**src/hdl/ipr_ram.sv**
```systemverilog
// generic simple dual port ram with registered read
`default_nettype none

module ipr_ram #(
    parameter int WIDTH = 8,
    parameter int DEPTH = 16
) (
    input  wire logic                     clk,
    input  wire logic                     we,
    input  wire logic [$clog2(DEPTH)-1:0] waddr,
    input  wire logic [WIDTH-1:0]         wdata,
    input  wire logic [$clog2(DEPTH)-1:0] raddr,
    output logic      [WIDTH-1:0]         rdata
);

    logic [WIDTH-1:0] mem [DEPTH];

    // write port
    always_ff @(posedge clk)
    begin
        if (we)
        begin
            mem[waddr] <= wdata;
        end
    end

    // registered read port
    always_ff @(posedge clk)
    begin
        rdata <= mem[raddr];
    end

endmodule

`default_nettype wire

```
**config.mk**
```make
export PLATFORM = sky130hd
export DESIGN_NAME = ipr_ram
export DESIGN_NICKNAME = d
export VERILOG_FILES = /design/src/hdl/ipr_ram.sv
export SDC_FILE = /design/constraint.sdc
export NUM_CORES = 1
export LEC_CHECK = 0
export BUFFER_PORTS_ARGS = -buffer_cell sky130_fd_sc_hd__buf_4
export CAP_MARGIN = 20
export CORE_ASPECT_RATIO = 1.2
export CORE_MARGIN = 2
export CORE_UTILIZATION = 54
export DETAILED_ROUTE_END_ITERATION = 7
export PLACE_DENSITY = 0.74
export REMOVE_ABC_BUFFERS = 1
export SLEW_MARGIN = 20
export SYNTH_ARGS = -nofsm -noshare
export SYNTH_HDL_FRONTEND = slang
export SYNTH_SLANG_ARGS = --single-unit
```
**constraint.sdc**
```tcl
create_clock -name clk -period 2.1 [get_ports clk]
set_clock_uncertainty 0.2 [all_clocks]
set_input_delay 0.525 -clock clk [delete_from_list [all_inputs] [get_ports clk]]
set_output_delay 0.525 -clock clk [all_outputs]
set_load 0.01 [all_outputs]
```
==> metrics.md, run 1 <==
| Metric | Value |
|---|---|
| Wire length of the first global-routing pass | `between 15,000 and 20,000 um` |
| Die Width | `93.1 um` |
| Initial DRC count | `152` |
| Status | `finished, final reports clean` |
| Crit path time final | `roughly 1700 ps` |
| CTS tree | `yes` |
| ANT nets after route | `0` |
| Share of cells above drive strength 1 | `between 30% and 40%` |
| Vias in the first global route | `around 2,700` |
| Crit path largest cell delay | `around 550 ps` |
| Cells after Synth | `approximately 230` |
| Main combinational cell family by area after synthesis | `multiplexers` |
| Area fraction in compound gates after synthesis | `~2.3%` |
| Worst setup EP type | `flip-flop` |
| Largest net degree at the start of global routing | `19` |
| Leak | `around 2.2 nW` |
| Root Driver | `clkbuf_16` |
| Total grt overflow | `0` |
| WHS | `roughly 230 ps` |
| Area contributors post-synth | `edfxtp_1 (75%), mux4_2 (7.9%), mux4_1 (7.1%)` |
| Worst min path class | `in2reg` |
| Routed WL | `just over 10,000 um` |
| Final hold vios | `0` |
| Floorplan core area | `9420 um^2` |
| Syn_area_per_cell | `about 22 um^2` |
| Dpl cells | `389` |
| Fill count | `roughly 600` |
| WL/cell | `between 20 and 25 um` |
| Flops & latches, synth | `136` |
| Mux cell area share after synthesis | `between 10% and 20%` |
| Diodes inserted | `0` |
| Yosys top cell area share | `roughly 75%` |
| Synth cell types | `19` |
| Insertion delay to the later sink of the worst-skew pair | `a little over 400 ps` |
| Syn Std Cell Area | `a little over 5000 um^2` |
| Via count | `about 2,400` |
| Pwr Density | `about 1100 nW/um^2` |
| Slew Limit Fails | `0` |
| Finished Layout Cells | `approximately 420` |
| Drt drc | `0` |
| Seq/Total Area, Yosys | `between 70 and 80%` |
| # hold bufs at CTS | `0` |
| Tcrit/Tclk final | `between 80% and 90%` |
| Postcts setup bufs | `0` |
| # rows | `39` |
| Final-stage net count | `around 300` |
| # IOs | `26` |
| RSZ-0062 raised after global routing | `no` |
| Yosys warns | `0` |
| Adder-cell share of the synthesized area | `0%` |
| Post-Synth Simple-Gate Area | `between 3 and 4%` |
| Peak VDD IR | `about 0.74 mV` |
| Worst slew margin | `about 48%` |
| Initial antenna violation count | `0` |
| Die Footprint | `about 10,000 um^2` |
| Startpoint types | `input port` |
| Total CTS buffers | `17` |
| Gr usage total | `between 20% and 30%` |
| Top delay family on crit path | `multiplexers` |
| Largest area contributor in the netlist | `edfxtp_1` |
| H-tree depth | `4` |
| Critical path arrival | `1810 ps` |
| Setup ws final | `369 ps` |
| Gpl congestion | `0.730` |
| Via density | `just under 6` |
| Critical path's slowest cell | `mux4_1` |
| Highest Clock Rate | `a little under 600 MHz` |
| Final Total Pwr | `6.75 mW` |
| Initial Utilization | `a little over half` |
| First drt pass iteration count | `5` |
| Port Buffers | `25` |
| DP HPWL | `between 6000 and 7000 um` |
| Cts repair resizes | `0` |
| Slew @ Worst Pin | `786 ps` |
| CP max FO | `12` |
| Clock sinks | `136` |
| CP cell instances | `buf_4 > buf_12 > mux4_1 > a22oi_1 > nand2_1` |
| Area Growth Syn to Fin | `22.6%` |
| Reg clk slew, reported paths | `~50 ps` |
| Clock buffer depth | `2` |
| XOR/XNOR Fraction of Synth Area | `0%` |
| MaxCap Viol Count | `0` |
| Critical Path RT | `2180 ps` |
| Setup violations, final | `0` |
| Die H | `111 um` |
| Critical path class | `in2reg` |
| Worst Path Buf+Inv | `2` |
| Setup WS pre-CTS | `-34.3 ps` |
[final cells by class]
| class | instances | area (um^2) | area share, % |
|---|---|---|---|
| Timing Repair Buffer | 47 | 415 | 6.58 |
| Tap cell | 123 | 154 | 2.44 |
| Clock buffer | 17 | 425 | 6.74 |
| Multi-Input combinational cell | 83 | 1060 | 16.8 |
| Clock inverter | 15 | 255 | 4.04 |
| Sequential cell | 136 | 4000 | 63.4 |
[synth_stat cells, drive strengths merged]
cell and count:
nand2b 2, a22oi 16, or3b 1, nand3b 2, nor2 13, buf 7, edfxtp 128, and2 1
nor2b 1, and2b 1, clkdlybuf4s25 3, dfxtp 8, mux4 32, nor3 4, nand2 9, nand3 1
[registers in the layout, indices dropped and copies added, names as in the netlist]
signal  count
mem       128
rdata       8
[where the power goes]
group | leakage [nW] | internal, mW | switching (mW)
clock | 0.332 | 2.33 | 1.04
sequential | 1.22 | 3.04 | 0.0213
combinational | 0.629 | 0.153 | 0.166
[worst reg2reg max path, cell delays in order, from the launching register on]
cell and delay [ps]:
edfxtp_1 380, mux4_2 500, a22oi_1 330, nand2_1 90
[path summary, 6_finish.rpt]
kind	cells past startpoint	from	slack (ps)	end
setup / recovery	5	raddr[0]	370	rdata[1]
hold / removal	1	wdata[5]	230	mem[4][5]
setup reg to reg	3	mem[3][6]	470	rdata[6]
hold reg to reg	3	mem[15][4]	480	rdata[4]
[logic make-up (layout without fill, tap and decap cells)]
group           Yosys count  in the layout
flops                   136            136
simple gates             35             35
mux                      32             32
compound gates           16             16
buf+inv                  10             79
[stage by stage]
stage               TNS (ps)  instance area [um^2]  utilization (%)
CTS                        0                  6310             67.0
global placement       -30.9                  5630             59.8
detailed placement     -34.3                  5630             59.8
floorplan               -943                  5060                -
finish                     0                  6310             67.0
global route               0                  6310             67.0
[placed cells by master, fill, tap and decap left out]
cell,synthesis,layout
mux4_2,18,18
clkinv_2,0,6
clkinvlp_4,0,2
bufinv_16,0,7
buf_12,0,5
buf_4,1,42
dfxtp_1,8,8
edfxtp_1,128,128
nand2_1,9,9
nand3_1,1,1
and2_1,1,1
mux4_1,14,14
or3b_2,1,1
nand3b_1,2,2
nor2b_1,1,1
nand2b_1,2,2
and2b_1,1,1
a22oi_1,16,16
nor2_1,13,13
nor3_1,4,4
clkbuf_16,0,17
[layer usage]
metal / wire, um / vias up / track usage [%] / part of all wire, %
met5: 0 / - / 0 / 0
met4: 206 / 0 / 9.31 / 2.0
met3: 619 / 13 / 6.80 / 6.1
met2: 5260 / 88 / 35.7 / 52
met1: 4050 / 1251 / 28.1 / 40
li1: - / 1086 / - / -
Note: power is estimated with default switching activity, not from simulation.
==> inputs of run 2 (changes only) <==
--- a/config.mk
+++ b/config.mk
@@ -5,13 +5,14 @@
 export SDC_FILE = /design/constraint.sdc
 export NUM_CORES = 1
 export LEC_CHECK = 0
+export ABC_AREA = 1
 export BUFFER_PORTS_ARGS = -buffer_cell sky130_fd_sc_hd__buf_4
 export CAP_MARGIN = 20
 export CORE_ASPECT_RATIO = 1.2
 export CORE_MARGIN = 2
-export CORE_UTILIZATION = 54
+export CORE_UTILIZATION = 55
 export DETAILED_ROUTE_END_ITERATION = 7
-export PLACE_DENSITY = 0.74
+export PLACE_DENSITY = 0.75
 export REMOVE_ABC_BUFFERS = 1
 export SLEW_MARGIN = 20
 export SYNTH_ARGS = -nofsm -noshare
==> constraint.sdc (replaced) <==
create_clock -name clk -period 1.5 [get_ports clk]
set_clock_uncertainty 0.2 [all_clocks]
set_input_delay 0.375 -clock clk [delete_from_list [all_inputs] [get_ports clk]]
set_output_delay 0.375 -clock clk [all_outputs]
set_load 0.01 [all_outputs]
==> metrics.md, run 2 <==
| Metric | Value |
|---|---|
| Via density | `5.38 (-7.1%)` |
| Most frequent cells in the layout | `nand2_1 (173), edfxtp_1 (128), inv_1 (100)` |
| CP cell instances | `buf_4` |
| Clock buffer depth | `2 (unchanged)` |
| Mux cell area share after synthesis | `0% (-15 points)` |
| Syn_area_per_cell | `10.5 um^2 (-53%)` |
| Largest area contributor in the netlist | `edfxtp_1` |
| Postcts setup bufs | `0 (unchanged)` |
| CTS tree | `yes` |
| Port Buffers | `25 (unchanged)` |
| DP HPWL | `7760 um (+28%)` |
| Peak VDD IR | `0.712 mV (-3.5%)` |
| Syn Std Cell Area | `5770 um^2 (+12%)` |
| H-tree depth | `4 (unchanged)` |
| Worst setup EP type | `primary output` |
| Reg clk slew, reported paths | `60 ps (about the same)` |
| Setup violations, final | `0 (unchanged)` |
| Setup TNS | `0 ps (unchanged)` |
| Slew @ Worst Pin | `268 ps (-518 ps)` |
| Largest net degree at the start of global routing | `40 (+21)` |
| Yosys top cell area share | `66.7% (-8.0 points)` |
| Post-synth EDFFs | `128 (unchanged)` |
| Initial Utilization | `57.0% (+2.4 points)` |
| First drt pass iteration count | `5 (unchanged)` |
| Insertion delay to the later sink of the worst-skew pair | `420 ps (about the same)` |
| Max reg flops | `128 (unchanged)` |
| Die Footprint | `11,300 um^2 (+9.6%)` |
| Cts repair resizes | `0 (unchanged)` |
| Startpoint types | `flip-flop` |
| Main combinational cell family by area after synthesis | `simple AND/OR/NAND/NOR gates` |
| XOR/XNOR Fraction of Synth Area | `0% (unchanged)` |
| Tcrit/Tclk final | `a little over nine tenths` |
| Clock sinks | `136 (unchanged)` |
| Initial antenna violation count | `0 (unchanged)` |
| # rows | `40 (+2.6%)` |
| Wire length of the first global-routing pass | `19,500 um (+23%)` |
| Pwr Density | `1290 nW/um^2 (+21%)` |
| Post-Synth Simple-Gate Area | `21.0% (+18 points)` |
| Critical path's slowest cell | `dfxtp_1` |
| Top FF cell, synth | `edfxtp_1` |
| Most common cell after layout, fill and taps aside | `nand2_1` |
| Synth cell types | `12 (-7)` |
| Seq/Total Area, Yosys | `69.4% (-8.4 points)` |
| Routed WL | `12,300 um (+22%)` |
| Initial DRC count | `349 (+130%)` |
| Worst slew margin | `82.1% (+35 points)` |
| Die H | `116 um (+4.7%)` |
| MaxCap Viol Count | `0 (unchanged)` |
| Leak | `2.99 nW (+37%)` |
| Cells after Synth | `551 (+140%)` |
| Root Driver | `clkbuf_16` |
| Highest Clock Rate | `688 MHz` |
| Slew Limit Fails | `0 (unchanged)` |
| Final hold vios | `0 (unchanged)` |
| Critical path arrival | `880 ps (-930 ps)` |
| Floorplan core area | `10,100 um^2 (+7.3%)` |
| Worst min path class | `in2reg` |
| WL/cell | `16.6 um (-31%)` |
| Total grt overflow | `0 (unchanged)` |
| Vias in the first global route | `3,935 (+46%)` |
| Status | `finished, final reports clean` |
| Post-layout util | `67.4% (+0.36 points)` |
| Top post-synthesis cells by count | `nand2_1 (173), edfxtp_1 (128), inv_1 (100)` |
| Worst Path Buf+Inv | `1 (-1)` |
| Gr usage total | `23.3% (+1.1 points)` |
| Top-count cell post-synth | `nand2_1` |
| Fraction of registers with async set or reset after synthesis | `0% (unchanged)` |
| Biggest regs | `mem x128, rdata x8` |
| Area Growth Syn to Fin | `18.1%` |
| # IOs | `26 (unchanged)` |
| WHS | `79.6 ps (-152 ps)` |
| Area contributors post-synth | `edfxtp_1 (67%), nand2_1 (11%), nand3_1 (8.4%)` |
| Largest Register | `mem` |
| Top delay family on crit path | `flip-flops` |
| Final-stage net count | `619 (+100%)` |
| Adder-cell share of the synthesized area | `0% (unchanged)` |
| Flops & latches, synth | `136 (unchanged)` |
| Diodes inserted | `0 (unchanged)` |
| Fill count | `717 (+23%)` |
| Area fraction in compound gates after synthesis | `0% (-2.3 points)` |
| ANT nets after route | `0 (unchanged)` |
| RSZ-0062 raised after global routing | `no` |
| CP max FO | `1 (-11)` |
| Share of cells above drive strength 1 | `13.0% (-20 points)` |
| Die Width | `97.5 um (+4.7%)` |
| Total CTS buffers | `17 (unchanged)` |
| Via count | `3,980 (+63%)` |
| Gpl congestion | `0.882 (+21%)` |
| Drt drc | `0 (unchanged)` |
| Crit path largest cell delay | `340 ps (-210 ps)` |
| Critical Path RT | `920 ps (-1260 ps)` |
| Yosys warns | `0 (unchanged)` |
| Critical path class | `reg2out` |
| # hold bufs at CTS | `0 (unchanged)` |
| Crit path time final | `~1500 ps` |
[run 2: changes by cell type in the layout (fill, tap and decap cells not counted), moves of 7 or more]
cell / delta
mux4_1: -14
nand2_1: +164
inv_1: +100
buf_4: +7
clkbuf_1: +8
nand3_1: +96
mux4_2: -18
a22oi_1: -16
[run 2: power by group]
part	switching, mW	internal [mW]	total (mW)
clock	1.39	2.57	3.97
combinational	0.365	0.208	0.573
sequential	0.0261	4.25	4.28
total	1.79	7.03	8.82
[run 2: area by class of cell]
class | count | area (um^2) | share of cell area, %
Tap cell | 126 | 158 | 2.31
Multi-Input combinational cell | 289 | 1210 | 17.8
Inverter | 102 | 383 | 5.62
Clock inverter | 4 | 68.8 | 1.01
Sequential cell | 136 | 4000 | 58.8
Timing Repair Buffer | 55 | 488 | 7.16
Clock buffer | 28 | 497 | 7.29
[run 2: final timing paths]
check                  start          to  slack, ps  cells past startpoint
setup / recovery    rdata[6]    rdata[6]         50                      1
hold / removal      wdata[4]  mem[12][4]         80                      1
setup reg to reg   mem[1][5]    rdata[5]        260                      6
hold reg to reg   mem[12][2]    rdata[2]        470                      6
[run 2: cells by family after synthesis]
| kind of cell | Yosys count |
|---|---|
| buffers and inverters | 126 |
| DFF | 136 |
| and+or+nand+nor | 289 |
[run 2: metal layers]
metal | wire (um) | vias up | global-route usage [%] | part of all wire (%)
li1 | - | 1870 | - | -
met1 | 4680 | 1875 | 27.3 | 38
met2 | 6210 | 187 | 39.5 | 50
met3 | 876 | 48 | 5.45 | 7.1
met4 | 553 | 0 | 14.4 | 4.5
met5 | 0 | - | 0 | 0
[run 2: metrics by stage]
step	setup slack [ps]	cell area [um^2]	total power, mW	std cells
2_1_floorplan	-55.5	5600	4.59	527
3_3_place_gp	-82.5	6250	4.91	708
3_5_place_dp	-92.8	6250	4.92	708
4_1_cts	21.1	6810	8.85	740
5_1_grt	10.1	6810	9.08	740
6_report	46.7	6810	8.82	740
